<file path="config.mk">
export PLATFORM = sky130hd
export DESIGN_NAME = cubic_root_bisection_unit_flat
export DESIGN_NICKNAME = d
export VERILOG_FILES = /design/src/design/crb_pkg.sv /design/src/design/crb_req_if.sv /design/src/design/crb_rsp_if.sv /design/src/design/cubic_root_bisection_unit.sv /design/src/flat_wrapper.sv
export VERILOG_INCLUDE_DIRS = /design/src /design/src/design
export SDC_FILE = /design/constraint.sdc
export NUM_CORES = 2
export LEC_CHECK = 0
export BUFFER_PORTS_ARGS = -buffer_cell sky130_fd_sc_hd__buf_2
export CELL_PAD_IN_SITES_DETAIL_PLACEMENT = 1
export CELL_PAD_IN_SITES_GLOBAL_PLACEMENT = 1
export CORE_MARGIN = 3
export CORE_UTILIZATION = 45
export DETAILED_ROUTE_END_ITERATION = 6
export PLACE_DENSITY = 0.82
export SLEW_MARGIN = 40
export SYNTH_ARGS = -nofsm -noshare
export SYNTH_HDL_FRONTEND = slang
export SYNTH_SLANG_ARGS = --single-unit
export TNS_END_PERCENT = 1
</file>
<file path="constraint.sdc">
create_clock -name clock -period 7.6 [get_ports clock]
set_input_delay 1.52 -clock clock [delete_from_list [all_inputs] [get_ports clock]]
set_output_delay 1.52 -clock clock [all_outputs]
set_load 0.03 [all_outputs]
</file>
<file path="src/design/cubic_root_bisection_unit_assert.svh">
// Assertion macros for the cubic root bisection unit.
// Included by the RTL files that carry concurrent checks; needs no other file.
`ifndef CUBIC_ROOT_BISECTION_UNIT_ASSERT_SVH
`define CUBIC_ROOT_BISECTION_UNIT_ASSERT_SVH

// Check that is switched off while reset is high
`define CRB_ASSERT(name, clk, rst, expr, msg) \
   name: assert property (@(posedge clk) disable iff (rst) (expr)) else $error(msg);

// Check that also runs during reset
`define CRB_ASSERT_ALWAYS(name, clk, expr, msg) \
   name: assert property (@(posedge clk) (expr)) else $error(msg);

`endif

</file>
<file path="src/design/crb_pkg.sv">
// Shared types and constants of the cubic root bisection unit.
// No dependencies; used by the channel interfaces and the top level.
`timescale 1ns / 1ps
`default_nettype none

package crb_pkg;

   // Default data format: signed Q8.24
   localparam int DATA_WIDTH_DEFAULT = 32;
   localparam int FRAC_BITS_DEFAULT  = 24;

   // Register and field widths
   localparam int TOL_W      = 31;
   localparam int ITER_W     = 8;
   localparam int STATUS_W   = 2;
   localparam int CSR_ADDR_W = 3;
   localparam int CSR_DATA_W = 32;

   // Register reset values
   localparam logic [TOL_W-1:0]  TOL_RESET      = 31'd17;
   localparam logic [ITER_W-1:0] MAX_ITER_RESET = 8'd100;

   // Register index, taken from paddr[2]
   typedef enum logic {
      CSR_TOLERANCE = 1'b0,
      CSR_MAX_ITER  = 1'b1
   } csr_index_type;

   // Result status codes
   typedef enum logic [STATUS_W-1:0] {
      STATUS_CONVERGED = 2'd0,
      STATUS_LIMIT     = 2'd1,
      STATUS_BAD       = 2'd2
   } status_type;

   // Sequencer states
   typedef enum logic [2:0] {
      ST_IDLE,
      ST_EVAL,
      ST_LO,
      ST_HI,
      ST_CMP,
      ST_STEP,
      ST_DONE
   } state_type;

   // Which point the shared evaluator is working on
   typedef enum logic [1:0] {
      TGT_LEFT,
      TGT_RIGHT,
      TGT_MID
   } target_type;

endpackage

`default_nettype wire

</file>
<file path="src/design/crb_req_if.sv">
// Request channel (interval endpoints) of the cubic root bisection unit.
// Depends on crb_pkg for the default data width.
`timescale 1ns / 1ps
`default_nettype none

interface crb_req_if #(
   parameter int DATA_WIDTH = crb_pkg::DATA_WIDTH_DEFAULT
);
   import crb_pkg::*;

   logic                  valid;
   logic                  ready;
   logic [DATA_WIDTH-1:0] left_end;
   logic [DATA_WIDTH-1:0] right_end;

   modport source (output valid, output left_end, output right_end, input ready);
   modport sink   (input valid, input left_end, input right_end, output ready);

endinterface

`default_nettype wire

</file>
<file path="src/design/crb_rsp_if.sv">
// Response channel (root, status, step count) of the cubic root bisection unit.
// Depends on crb_pkg for the default data width and field widths.
`timescale 1ns / 1ps
`default_nettype none

interface crb_rsp_if #(
   parameter int DATA_WIDTH = crb_pkg::DATA_WIDTH_DEFAULT
);
   import crb_pkg::*;

   logic                  valid;
   logic                  ready;
   logic [DATA_WIDTH-1:0] root;
   logic [STATUS_W-1:0]   status;
   logic [ITER_W-1:0]     iterations_used;

   modport source (output valid, output root, output status, output iterations_used,
                   input ready);
   modport sink   (input valid, input root, input status, input iterations_used,
                   output ready);

endinterface

`default_nettype wire

</file>
<file path="src/design/cubic_root_bisection_unit.sv">
// Bisection root finder for f(x) = x^3 + x - 1, one request at a time.
// Each request first tests the sign of f at both endpoints, then runs steps
// (midpoint/stop test, then the sign of f on one shared FxF multiplier in 3
// passes); the result then goes into the output register.
// A new request is taken once the previous result reaches the output register.
// Reset (synchronous): sequencer idle, output empty, tolerance 17, limit 100.
`timescale 1ns / 1ps
`default_nettype none

`include "cubic_root_bisection_unit_assert.svh"

module cubic_root_bisection_unit #(
   parameter int DATA_WIDTH = crb_pkg::DATA_WIDTH_DEFAULT,
   parameter int FRAC_BITS  = crb_pkg::FRAC_BITS_DEFAULT
) (
   input  wire logic                            clock,
   input  wire logic                            reset,
   crb_req_if.sink                              req_chan,
   crb_rsp_if.source                            rsp_chan,
   input  wire logic                            psel,
   input  wire logic                            penable,
   input  wire logic                            pwrite,
   input  wire logic [crb_pkg::CSR_ADDR_W-1:0]  paddr,
   input  wire logic [crb_pkg::CSR_DATA_W-1:0]  pwdata,
   output logic      [crb_pkg::CSR_DATA_W-1:0]  prdata,
   output logic                                 pready
);
   import crb_pkg::*;

   localparam int W      = DATA_WIDTH;
   localparam int F      = FRAC_BITS;
   localparam int EXT_W  = W + F;
   localparam int SUM_W  = W + 1;
   localparam int CMP_W  = (W + 1 > TOL_W + 2) ? W + 1 : TOL_W + 2;
   localparam int ACC_W  = 2 * F + 2;
   localparam logic [EXT_W-1:0] ONE_EXT     = EXT_W'(1) << F;
   localparam logic [EXT_W-1:0] NEG_ONE_EXT = ~ONE_EXT + EXT_W'(1);
   localparam logic [W-1:0]     BAD_ROOT    = NEG_ONE_EXT[W-1:0];

   // ---------------- registers ----------------
   state_type         state_ff,      state_in;
   target_type        target_ff,     target_in;
   logic [W-1:0]      left_ff,       left_in;
   logic [W-1:0]      right_ff,      right_in;
   logic [W-1:0]      mid_ff,        mid_in;
   logic              neg_left_ff,   neg_left_in;
   logic [F-1:0]      x_ff,          x_in;
   logic [2*F-1:0]    sq_ff,         sq_in;
   logic [2*F-1:0]    lo_ff,         lo_in;
   logic [2*F-1:0]    hi_ff,         hi_in;
   logic [ITER_W-1:0] iter_ff,       iter_in;
   logic [W-1:0]      res_root_ff,   res_root_in;
   status_type        res_status_ff, res_status_in;
   logic [ITER_W-1:0] res_iter_ff,   res_iter_in;
   logic              out_valid_ff,  out_valid_in;
   logic [W-1:0]      out_root_ff,   out_root_in;
   logic [STATUS_W-1:0] out_status_ff, out_status_in;
   logic [ITER_W-1:0] out_iter_ff,   out_iter_in;
   logic [TOL_W-1:0]  tol_ff,        tol_in;
   logic [ITER_W-1:0] max_ff,        max_in;

   // ---------------- combinational nets ----------------
   logic              csr_wr;
   csr_index_type     csr_index;
   logic [W-1:0]      eval_val;
   logic              eval_nonpos;
   logic [EXT_W-1:0]  eval_ext;
   logic              eval_big;
   logic [F-1:0]      eval_frac;
   logic [F-1:0]      mul_a;
   logic [F-1:0]      mul_b;
   logic [2*F-1:0]    mul_p;
   logic [ACC_W-1:0]  acc;
   logic              cube_neg;
   logic [SUM_W-1:0]  pair_sum;
   logic [W-1:0]      half_sum;
   logic [SUM_W-1:0]  pair_diff;
   logic              reversed;
   logic              narrow;
   logic [ITER_W-1:0] iter_next;
   logic              eval_done;
   logic              eval_neg;

   // ---------------- configuration port ----------------
   assign pready    = 1'b1;
   assign csr_wr    = psel && penable && pwrite && pready;
   assign csr_index = csr_index_type'(paddr[2]);

   always_comb begin
      tol_in = tol_ff;
      max_in = max_ff;
      if (csr_wr) begin
         case (csr_index)
            CSR_TOLERANCE: tol_in = pwdata[TOL_W-1:0];
            CSR_MAX_ITER:  max_in = pwdata[ITER_W-1:0];
            default:       ;
         endcase
      end
   end

   always_comb begin
      case (csr_index)
         CSR_TOLERANCE: prdata = CSR_DATA_W'(tol_ff);
         CSR_MAX_ITER:  prdata = CSR_DATA_W'(max_ff);
         default:       prdata = '0;
      endcase
   end

   // ---------------- operand select and classification ----------------
   always_comb begin
      case (target_ff)
         TGT_LEFT:  eval_val = left_ff;
         TGT_RIGHT: eval_val = right_ff;
         default:   eval_val = mid_ff;
      endcase
   end

   // f < 0 for x <= 0, f > 0 for x >= 1.0; only 0 < x < 1.0 needs the cube
   assign eval_nonpos = eval_val[W-1] || (eval_val == '0);
   assign eval_ext    = {{F{1'b0}}, eval_val};
   assign eval_big    = |eval_ext[EXT_W-1:F];
   assign eval_frac   = eval_ext[F-1:0];

   // ---------------- shared multiplier ----------------
   always_comb begin
      case (state_ff)
         ST_LO: begin
            mul_a = sq_ff[F-1:0];
            mul_b = x_ff;
         end
         ST_HI: begin
            mul_a = sq_ff[2*F-1:F];
            mul_b = x_ff;
         end
         default: begin
            mul_a = eval_frac;
            mul_b = eval_frac;
         end
      endcase
   end

   assign mul_p = (2*F)'(mul_a) * (2*F)'(mul_b);

   // x^3 + x*2^2F < 2^3F  <=>  floor(x^3 / 2^F) + x*2^F < 2^2F
   assign acc = ACC_W'(hi_ff) + ACC_W'({x_ff, {F{1'b0}}}) + ACC_W'(lo_ff[2*F-1:F]);
   assign cube_neg = (acc[ACC_W-1:2*F] == 2'b00);

   // ---------------- midpoint and stop test ----------------
   assign pair_sum  = {left_ff[W-1], left_ff} + {right_ff[W-1], right_ff};
   assign half_sum  = pair_sum[W:1];
   assign pair_diff = {right_ff[W-1], right_ff} - {left_ff[W-1], left_ff};
   assign reversed  = $signed(right_ff) < $signed(left_ff);
   assign narrow    = reversed || (CMP_W'(pair_diff) < CMP_W'({tol_ff, 1'b0}));
   assign iter_next = iter_ff + ITER_W'(1);

   // ---------------- sequencer ----------------
   always_comb begin
      state_in      = state_ff;
      target_in     = target_ff;
      left_in       = left_ff;
      right_in      = right_ff;
      mid_in        = mid_ff;
      neg_left_in   = neg_left_ff;
      x_in          = x_ff;
      sq_in         = sq_ff;
      lo_in         = lo_ff;
      hi_in         = hi_ff;
      iter_in       = iter_ff;
      res_root_in   = res_root_ff;
      res_status_in = res_status_ff;
      res_iter_in   = res_iter_ff;
      out_valid_in  = out_valid_ff;
      out_root_in   = out_root_ff;
      out_status_in = out_status_ff;
      out_iter_in   = out_iter_ff;
      eval_done     = 1'b0;
      eval_neg      = 1'b0;

      // output register drains on handshake
      if (out_valid_ff && rsp_chan.ready) begin
         out_valid_in = 1'b0;
      end

      case (state_ff)
         ST_IDLE: begin
            if (req_chan.valid) begin
               left_in   = req_chan.left_end;
               right_in  = req_chan.right_end;
               target_in = TGT_LEFT;
               iter_in   = '0;
               state_in  = ST_EVAL;
            end
         end
         ST_EVAL: begin
            if (eval_nonpos) begin
               eval_done = 1'b1;
               eval_neg  = 1'b1;
            end else if (eval_big) begin
               eval_done = 1'b1;
               eval_neg  = 1'b0;
            end else begin
               x_in     = eval_frac;
               sq_in    = mul_p;
               state_in = ST_LO;
            end
         end
         ST_LO: begin
            lo_in    = mul_p;
            state_in = ST_HI;
         end
         ST_HI: begin
            hi_in    = mul_p;
            state_in = ST_CMP;
         end
         ST_CMP: begin
            eval_done = 1'b1;
            eval_neg  = cube_neg;
         end
         ST_STEP: begin
            mid_in  = half_sum;
            iter_in = iter_next;
            if (narrow) begin
               res_root_in   = half_sum;
               res_status_in = STATUS_CONVERGED;
               res_iter_in   = iter_next;
               state_in      = ST_DONE;
            end else begin
               target_in = TGT_MID;
               state_in  = ST_EVAL;
            end
         end
         ST_DONE: begin
            if (!out_valid_ff || rsp_chan.ready) begin
               out_valid_in  = 1'b1;
               out_root_in   = res_root_ff;
               out_status_in = res_status_ff;
               out_iter_in   = res_iter_ff;
               state_in      = ST_IDLE;
            end
         end
         default: begin
            state_in = ST_IDLE;
         end
      endcase

      // act on a finished sign evaluation
      if (eval_done) begin
         case (target_ff)
            TGT_LEFT: begin
               neg_left_in = eval_neg;
               target_in   = TGT_RIGHT;
               state_in    = ST_EVAL;
            end
            TGT_RIGHT: begin
               if (eval_neg == neg_left_ff) begin
                  res_root_in   = BAD_ROOT;
                  res_status_in = STATUS_BAD;
                  res_iter_in   = '0;
                  state_in      = ST_DONE;
               end else if (max_ff == '0) begin
                  res_root_in   = '0;
                  res_status_in = STATUS_LIMIT;
                  res_iter_in   = '0;
                  state_in      = ST_DONE;
               end else begin
                  state_in = ST_STEP;
               end
            end
            default: begin
               if (neg_left_ff != eval_neg) begin
                  right_in = mid_ff;
               end else begin
                  left_in     = mid_ff;
                  neg_left_in = eval_neg;
               end
               if (iter_ff == max_ff) begin
                  res_root_in   = mid_ff;
                  res_status_in = STATUS_LIMIT;
                  res_iter_in   = max_ff;
                  state_in      = ST_DONE;
               end else begin
                  state_in = ST_STEP;
               end
            end
         endcase
      end
   end

   // control registers
   always_ff @(posedge clock) begin
      if (reset) begin
         state_ff     <= ST_IDLE;
         target_ff    <= TGT_LEFT;
         out_valid_ff <= 1'b0;
         tol_ff       <= TOL_RESET;
         max_ff       <= MAX_ITER_RESET;
      end else begin
         state_ff     <= state_in;
         target_ff    <= target_in;
         out_valid_ff <= out_valid_in;
         tol_ff       <= tol_in;
         max_ff       <= max_in;
      end
   end

   // datapath registers
   always_ff @(posedge clock) begin
      left_ff       <= left_in;
      right_ff      <= right_in;
      mid_ff        <= mid_in;
      neg_left_ff   <= neg_left_in;
      x_ff          <= x_in;
      sq_ff         <= sq_in;
      lo_ff         <= lo_in;
      hi_ff         <= hi_in;
      iter_ff       <= iter_in;
      res_root_ff   <= res_root_in;
      res_status_ff <= res_status_in;
      res_iter_ff   <= res_iter_in;
      out_root_ff   <= out_root_in;
      out_status_ff <= out_status_in;
      out_iter_ff   <= out_iter_in;
   end

   // ---------------- channel outputs ----------------
   assign req_chan.ready           = (state_ff == ST_IDLE);
   assign rsp_chan.valid           = out_valid_ff;
   assign rsp_chan.root            = out_root_ff;
   assign rsp_chan.status          = out_status_ff;
   assign rsp_chan.iterations_used = out_iter_ff;

   // ---------------- assertions ----------------
   `CRB_ASSERT_ALWAYS(a_reset_clears, clock,
      reset |=> (!out_valid_ff && state_ff == ST_IDLE),
      "reset did not clear the sequencer")
   `CRB_ASSERT(a_start_left, clock, reset,
      (req_chan.valid && req_chan.ready) |=> (state_ff == ST_EVAL && target_ff == TGT_LEFT),
      "request did not start at the left end")
   `CRB_ASSERT(a_cube_operand, clock, reset,
      (state_ff == ST_LO) |-> (x_ff != '0),
      "cube path entered with a zero operand")
   `CRB_ASSERT(a_bad_fields, clock, reset,
      (out_valid_ff && out_status_ff == STATUS_BAD) |->
         (out_iter_ff == '0 && out_root_ff == BAD_ROOT),
      "bad interval result fields wrong")
   `CRB_ASSERT(a_conv_steps, clock, reset,
      (out_valid_ff && out_status_ff == STATUS_CONVERGED) |-> (out_iter_ff != '0),
      "converged with no step taken")

endmodule

`default_nettype wire

</file>
<file path="src/flat_wrapper.sv">
// flat-port wrapper written by rule: the top's interface ports become plain ports
module cubic_root_bisection_unit_flat import crb_pkg::*;
#(
   parameter int DATA_WIDTH = crb_pkg::DATA_WIDTH_DEFAULT,
   parameter int FRAC_BITS  = crb_pkg::FRAC_BITS_DEFAULT
)
  (clock, reset, psel, penable, pwrite, paddr, pwdata, prdata, pready, req_chan_valid, req_chan_left_end, req_chan_right_end, req_chan_ready, rsp_chan_valid, rsp_chan_root, rsp_chan_status, rsp_chan_iterations_used, rsp_chan_ready);
  crb_req_if #(.DATA_WIDTH(DATA_WIDTH)) req_chan_i ();
  crb_rsp_if #(.DATA_WIDTH(DATA_WIDTH)) rsp_chan_i ();
  input  wire logic clock;
  input  wire logic reset;
  input  wire logic psel;
  input  wire logic penable;
  input  wire logic pwrite;
  input  wire logic [crb_pkg::CSR_ADDR_W-1:0] paddr;
  input  wire logic [crb_pkg::CSR_DATA_W-1:0] pwdata;
  output logic      [crb_pkg::CSR_DATA_W-1:0] prdata;
  output logic pready;
  input wire logic [$bits(req_chan_i.valid)-1:0] req_chan_valid;
  input wire logic [$bits(req_chan_i.left_end)-1:0] req_chan_left_end;
  input wire logic [$bits(req_chan_i.right_end)-1:0] req_chan_right_end;
  output wire logic [$bits(req_chan_i.ready)-1:0] req_chan_ready;
  output wire logic [$bits(rsp_chan_i.valid)-1:0] rsp_chan_valid;
  output wire logic [$bits(rsp_chan_i.root)-1:0] rsp_chan_root;
  output wire logic [$bits(rsp_chan_i.status)-1:0] rsp_chan_status;
  output wire logic [$bits(rsp_chan_i.iterations_used)-1:0] rsp_chan_iterations_used;
  input wire logic [$bits(rsp_chan_i.ready)-1:0] rsp_chan_ready;
  assign req_chan_i.valid = req_chan_valid;
  assign req_chan_i.left_end = req_chan_left_end;
  assign req_chan_i.right_end = req_chan_right_end;
  assign req_chan_ready = req_chan_i.ready;
  assign rsp_chan_valid = rsp_chan_i.valid;
  assign rsp_chan_root = rsp_chan_i.root;
  assign rsp_chan_status = rsp_chan_i.status;
  assign rsp_chan_iterations_used = rsp_chan_i.iterations_used;
  assign rsp_chan_i.ready = rsp_chan_ready;
  cubic_root_bisection_unit #(.DATA_WIDTH(DATA_WIDTH), .FRAC_BITS(FRAC_BITS)) u_core (.clock(clock), .reset(reset), .req_chan(req_chan_i), .rsp_chan(rsp_chan_i), .psel(psel), .penable(penable), .pwrite(pwrite), .paddr(paddr), .pwdata(pwdata), .prdata(prdata), .pready(pready));
endmodule
</file>
* Yosys cells after proc, flatten, opt, wreduce, memory -nomap -nowiden *
Cells that the tools add are included.

word-level totals
  register bits = 402
  input bits = 106
  output and inout bits = 77

operators by class
  add/subtract/negate cells = 5
  $mul = 1
  order comparisons = 2
  eq/ne operators = 17
  muxes and demuxes = 63
  bitwise gates (word level) = 4
  reductions and logical operators = 23

operators by type and width
  operator               count
  $mux W32               16
  $pmux W32 S2           3
  $mux W8                7
  $add A50 B24 Y50       1
  $add A48 B48 Y49       1
  $mul A24 B24 Y48       1
  $pmux W24 S2           1
  $add A32 B32 Y33       1
  $lt A33 B32 Y1         1
  $sub A32 B32 Y33       1
  $logic_not A32 Y1      1
  $lt A32 B32 Y1         1
  $pmux W8 S2            2
  $mux W2                12
  $mux W24               1
  $mux W3                7
  $pmux W3 S7            1
  $eq A3 B3 Y1 const B   3
  $add A8 B1 Y8 const B  1
  $eq A8 B8 Y1           1
  $logic_not A8 Y1       1
  $pmux W2 S2            2
  $reduce_and A2 Y1      4
  $reduce_or A8 Y1       1
  23 further kinds       44

* Depth between registers and ports, before layout *
  word-level depth = 10
  depth in mapped cells = 33
  gate-level depth less buffers = 29

* Least setup slack after synthesis *
No wires, ideal clock.

  path type = register to register
  start point = register u_core.state_ff[0]
  end point = register u_core.hi_ff[44], data pin
  library setup time = 0.267 ns
  data arrival time = 8.119 ns
  slack = -0.787 ns
  stages on the path, launching flop included = 32
  path buffers = 5
  period minus slack after synthesis = 8.387 ns
  cell sequence = dfxtp_1 clkbuf_1 clkbuf_1 clkbuf_1 mux2i_1 o21ai_0 clkbuf_1 nand2_1 fa_1 inv_1 fa_1 inv_1 fa_1 fa_1 inv_1 fa_1 fa_1 inv_1 fa_1 inv_1 ha_1 clkbuf_1 a21oi_1 o21ai_0 a221o_1 a21oi_1 a21bo_2 a31oi_1 o21ai_0 a211o_1 a21oi_1 xnor2_1

between the ends
  word-level cells in the longest chain between the ends = 4
  elaborated cells on any way between the ends = 6
  classes of those cells = mul (1); eq/ne (2); mux (2); reduce/logical (1)

RTL lines
  what                               RTL line                          RTL
  from (decl)                        cubic_root_bisection_unit.sv:41   state_type state_ff, state_in;
  from (signal assigned)             cubic_root_bisection_unit.sv:298  state_ff <= state_in;
  $eq A3 B2 Y1                       cubic_root_bisection_unit.sv:126  case (state_ff)
  $reduce_or A2 Y1 (no source line)  --
  $mux W24                           cubic_root_bisection_unit.sv:126
  $mul A24 B24 Y48 (*)               cubic_root_bisection_unit.sv:142  assign mul_p = (2*F)'(mul_a) * (2*F)'(mul_b);
  named net u_core.mul_p[44]         cubic_root_bisection_unit.sv:72   logic [2*F-1:0] mul_p;
  to (signal assigned)               cubic_root_bisection_unit.sv:315  hi_ff <= hi_in;
  to (decl)                          cubic_root_bisection_unit.sv:50   logic [2*F-1:0] hi_ff, hi_in;

Mark *: on every way through the listed nets, which the timed path passes. The rest lies on a longest branch.
A chain may end at the register's enable or synchronous reset.

* Worst setup path after layout *
  start point = register u_core.target_ff[0]
  end point = register u_core.hi_ff[47], data pin

between the ends
  word-level cells in the longest chain between the ends = 4
  elaborated cells on any way between the ends = 6
  classes of those cells = mul (1); eq/ne (1); mux (3); reduce/logical (1)

RTL lines
  what                                              RTL line                          RTL
  from (decl)                                       cubic_root_bisection_unit.sv:42   target_type target_ff, target_in;
  from (signal assigned)                            cubic_root_bisection_unit.sv:299  target_ff <= target_in;
  $eq A2 B1 Y1 or $logic_not A2 Y1 (tied branches)  cubic_root_bisection_unit.sv:111  case (target_ff)
  $pmux W32 S2 (*)                                  cubic_root_bisection_unit.sv:111
  named net u_core.eval_val[7]                      cubic_root_bisection_unit.sv:65   logic [W-1:0] eval_val;
  $pmux W24 S2 or $mux W24 (tied branches)          cubic_root_bisection_unit.sv:126
  $mul A24 B24 Y48 (*)                              cubic_root_bisection_unit.sv:142
  named net u_core.mul_p[47]                        cubic_root_bisection_unit.sv:72

Marks and branches as above.

==> metrics.md <==
| Metric | Value |
|---|---|
| Total Die Area | `roughly 91,000 um2` |
| TritonCTS clock tree | `done` |
| Number of DRC violations after detailed routing | `0` |
| Worst Clk Skew | `roughly 0.053 ns` |
| CTS root buf | `clkbuf_16` |
| Post-route antenna net violation count | `0` |
| Buffers and inverters on the worst path | `10` |
| Final Slew Violations | `0` |
| IO Port Bufs | `~180` |
| Post-synthesis cell count | `4,367` |
| Sum of routed wire length over all layers | `between 150 and 200 mm` |
| Initial Util | `45.46%` |
| Primary FF master, synth | `edfxtp_1` |
| Kind of cell with the highest combined delay on the critical path | `adder cells` |
| Count of final hold-check violations | `0` |
| Outcome | `finished with violations` |
| Synthesis-to-finish area growth | `24.38%` |
| Core Util, Final | `56.54%` |
| Cell Area, Placed | `~46,000 um2` |
| Clk sink count | `between 300 and 400` |
| Number of buffers created by CTS | `44` |
| WL/cell | `approximately 32 um` |
| Horizontal extent of the die | `approximately 300 um` |
| Via/cell ratio | `between 6 and 7` |
| Clock-pin slew reported for the worst setup and hold paths after clock tree synthesis | `roughly 0.07 ns` |
| Number of buffers on the longest clock path | `3` |
| Unrepaired setup endpoints after global routing | `yes` |
| Violated checks | `setup timing` |
| Max stage delay cell, worst path | `fa_1` |
| Sort of element at the start of the critical path | `register` |
| Count of different cell masters after synthesis | `83` |
| CP most frequent cell | `fa_1` |
| Number of max-cap violations | `0` |
| Top cells by area in the synthesized netlist | `fa_1 25%, edfxtp_1 17%, ha_1 9.9%` |
| Total number of yosys warnings | `0` |
| Crit-path max cell delay | `approximately 0.7 ns` |
| Tmin final | `approximately 9.4 ns` |
| Crit end category | `register` |
| Final setup violating endpoints | `90` |
| Post-Synthesis Cell Area | `a little under 40,000 um2` |
| Die outline height | `302.3 um` |
| Number of iterations in the first detailed-routing pass | `6` |
| Arrival time worst endpoint | `between 9 and 10 ns` |
| Fraction of post-synthesis cell area in the top cell type by area | `24.58%` |
| GR Overflow Total | `0` |
| Worst hold slack | `0.4233 ns` |
| Final sum of negative setup slack | `-97.89 ns` |
| Tightest Hold Check Type | `register to register` |
| Average footprint of a synthesized cell | `between 9 and 10 um2` |
| EDFF count, synth | `about 230` |
| Dominant cell by count in the synthesized netlist | `nand2_1` |
| Finished Cell Area | `approximately 50,000 um2` |
| Critical path required time | `around 8 ns` |
| Standard cell core area | `a little under 90,000 um2` |
| Share of flip-flops with an asynchronous set or reset after synthesis | `0%` |
| Startpoint-to-endpoint class of the critical path | `register to register` |
| Antenna violations before repair | `18` |
| Clock Latency Late Sink | `0.61 ns` |
| Slew of the pin with the lowest slew margin | `~1.0 ns` |
| Layout cells sized above 1 | `between 20% and 30%` |
| Routability congestion estimate | `between 0.9 and 1` |
| Largest net degree at the start of global routing | `54` |
| Top post-synthesis cells by count | `694 x nand2_1, 666 x inv_1, 485 x fa_1, 463 x nor2_1, 314 x ha_1` |
| Global-route wire length before repair | `around 260 mm` |
| Layout Nets | `around 5,900` |
| Global-route usage over all layers | `about two fifths` |
| Setup slack after layout | `-1.806 ns` |
| Number of DRC markers after the initial detailed-route iteration | `~4,600` |
| Largest area contributor in the netlist | `fa_1` |
| Total vias in the final route | `between 30,000 and 40,000` |
| Critical-path maximum fanout | `8` |
| Fraction of the cycle the final worst path needs | `123.8%` |
| Number of levels the H-tree was split into | `2` |
| Number of register bits inferred by synthesis | `about 380` |
| Via count of the first global-routing pass | `42,028` |
| Number of rows in the core area | `108` |
| Max Clk Rate | `106.3 MHz` |
| Share of synthesized area occupied by flip-flops and latches | `between 20 and 25%` |
| I/O Pins | `183` |
| DP Wirelength | `~130 mm` |
| Worst-case headroom to the max-slew limit | `a little under a third` |
| Syn nets | `approximately 5,300` |
worst reg2reg max path: cells and delay by family, from the launching register on:
| family | cells | cell delay [ns] |
|---|---|---|
| adder cells (fa/ha/maj) | 8 | 4.34 |
| AO/OA/AOI/OAI | 6 | 1.51 |
| buffers and inverters | 10 | 1.42 |
| AND/OR/NAND/NOR | 6 | 0.93 |
| multiplexers | 2 | 0.48 |
| flip-flops | 1 | 0.41 |
state kept, by name, indices dropped and copies added, names as in the netlist:
register                         count
u_core.res_root_ff                  32
u_core.x_ff                         24
u_core.mid_ff                       32
u_core.sq_ff                        48
u_core.lo_ff                        24
u_core.tol_ff                       31
u_core.right_ff                     32
u_core.left_ff                      32
u_core.iter_ff                       8
u_core.rsp_chan.valid                1
u_core.state_ff                      3
u_core.rsp_chan.status               2
u_core.rsp_chan.root                32
u_core.hi_ff                        48
u_core.rsp_chan.iterations_used      8
u_core.res_iter_ff                   8
u_core.max_ff                        8
u_core.target_ff                     2
u_core.neg_left_ff                   1
u_core.res_status_ff                 2
final cells by class:
cell class              instances  area, um2
diodes                         16      40.04
clock buffers                  56       1209
clock inverters                23      216.5
fillers                      9903      37760
inverters                     666       2502
multi-input cells            3122      27470
flip-flops and latches        378       9848
well taps                    1155       1445
repair buffers                793       6401
worst paths after layout:
| check | startpoint | endpoint | slack (ns) | cells past startpoint |
|---|---|---|---|---|
| hold reg to reg | u_core.res_root_ff[4] | u_core.rsp_chan.root[4] | 0.42 | 0 |
| setup / recovery | u_core.target_ff[0] | u_core.hi_ff[47] | -1.81 | 32 |
| setup reg to reg | u_core.target_ff[0] | u_core.hi_ff[47] | -1.81 | 32 |
| hold / removal | u_core.res_root_ff[4] | u_core.rsp_chan.root[4] | 0.42 | 0 |
routing by layer:
metal	vias up	global-route usage, %	part of all wire (%)
li1	15412	-	-
met4	10	29.45	12
met1	19328	41.80	32
met2	3397	63.21	44
met3	1565	9.639	12
met5	-	0	0.14
through the flow:
stage | instances | setup WS (ns)
after floorplan | 4367 | -0.006935
after global placement | 6056 | -0.8171
after detailed placement | 6060 | -1.138
after CTS | 6178 | -0.7864
after global routing | 6196 | -1.877
final | 6209 | -1.806
what timing repair did:
action,CTS,global route
setup buffers,37,14
hold buffers,0,0
gates resized for setup,170,142
pin swaps,71,89
setup endpoints to repair,88,125
gates cloned,3,0
cell usage in the layout, fill, tap and decap left out, types with 19 or more instances in the layout:
| master | count |
|---|---|
| nor2_2 | 33 |
| nand2_1 | 680 |
| dfxtp_1 | 148 |
| nor2_1 | 422 |
| buf_12 | 47 |
| a21oi_1 | 151 |
| a21o_1 | 54 |
| mux2i_1 | 79 |
| o21bai_1 | 23 |
| o21ai_0 | 140 |
| edfxtp_1 | 227 |
| inv_1 | 652 |
| o21a_1 | 21 |
| o21ai_1 | 22 |
| fa_1 | 460 |
| nor4_1 | 19 |
| and3_1 | 21 |
| ha_1 | 299 |
| xnor2_1 | 67 |
| xor2_1 | 36 |
| nand3_1 | 38 |
| nand2b_1 | 19 |
| a21oi_2 | 23 |
| mux2_2 | 37 |
| buf_6 | 40 |
| buf_4 | 516 |
| clkbuf_16 | 46 |
| nor3_1 | 39 |
| mux2_4 | 29 |
| fa_2 | 25 |
| buf_2 | 177 |
cells by family after synthesis:
kind of cell	count (synthesis)	synth area share, %
xor gates and xnor gates	118	2.616
other	2	0.01901
DFF	378	24.91
and+or+nand+nor	1418	15.09
buffers and inverters	867	8.432
muxes	153	4.362
AOI/OAI and AO/OA	632	10.05
adders and majority gates	799	34.53
Power is not shown: default switching activity piles up to over one toggle a cycle in this logic, so the estimate is an artifact.
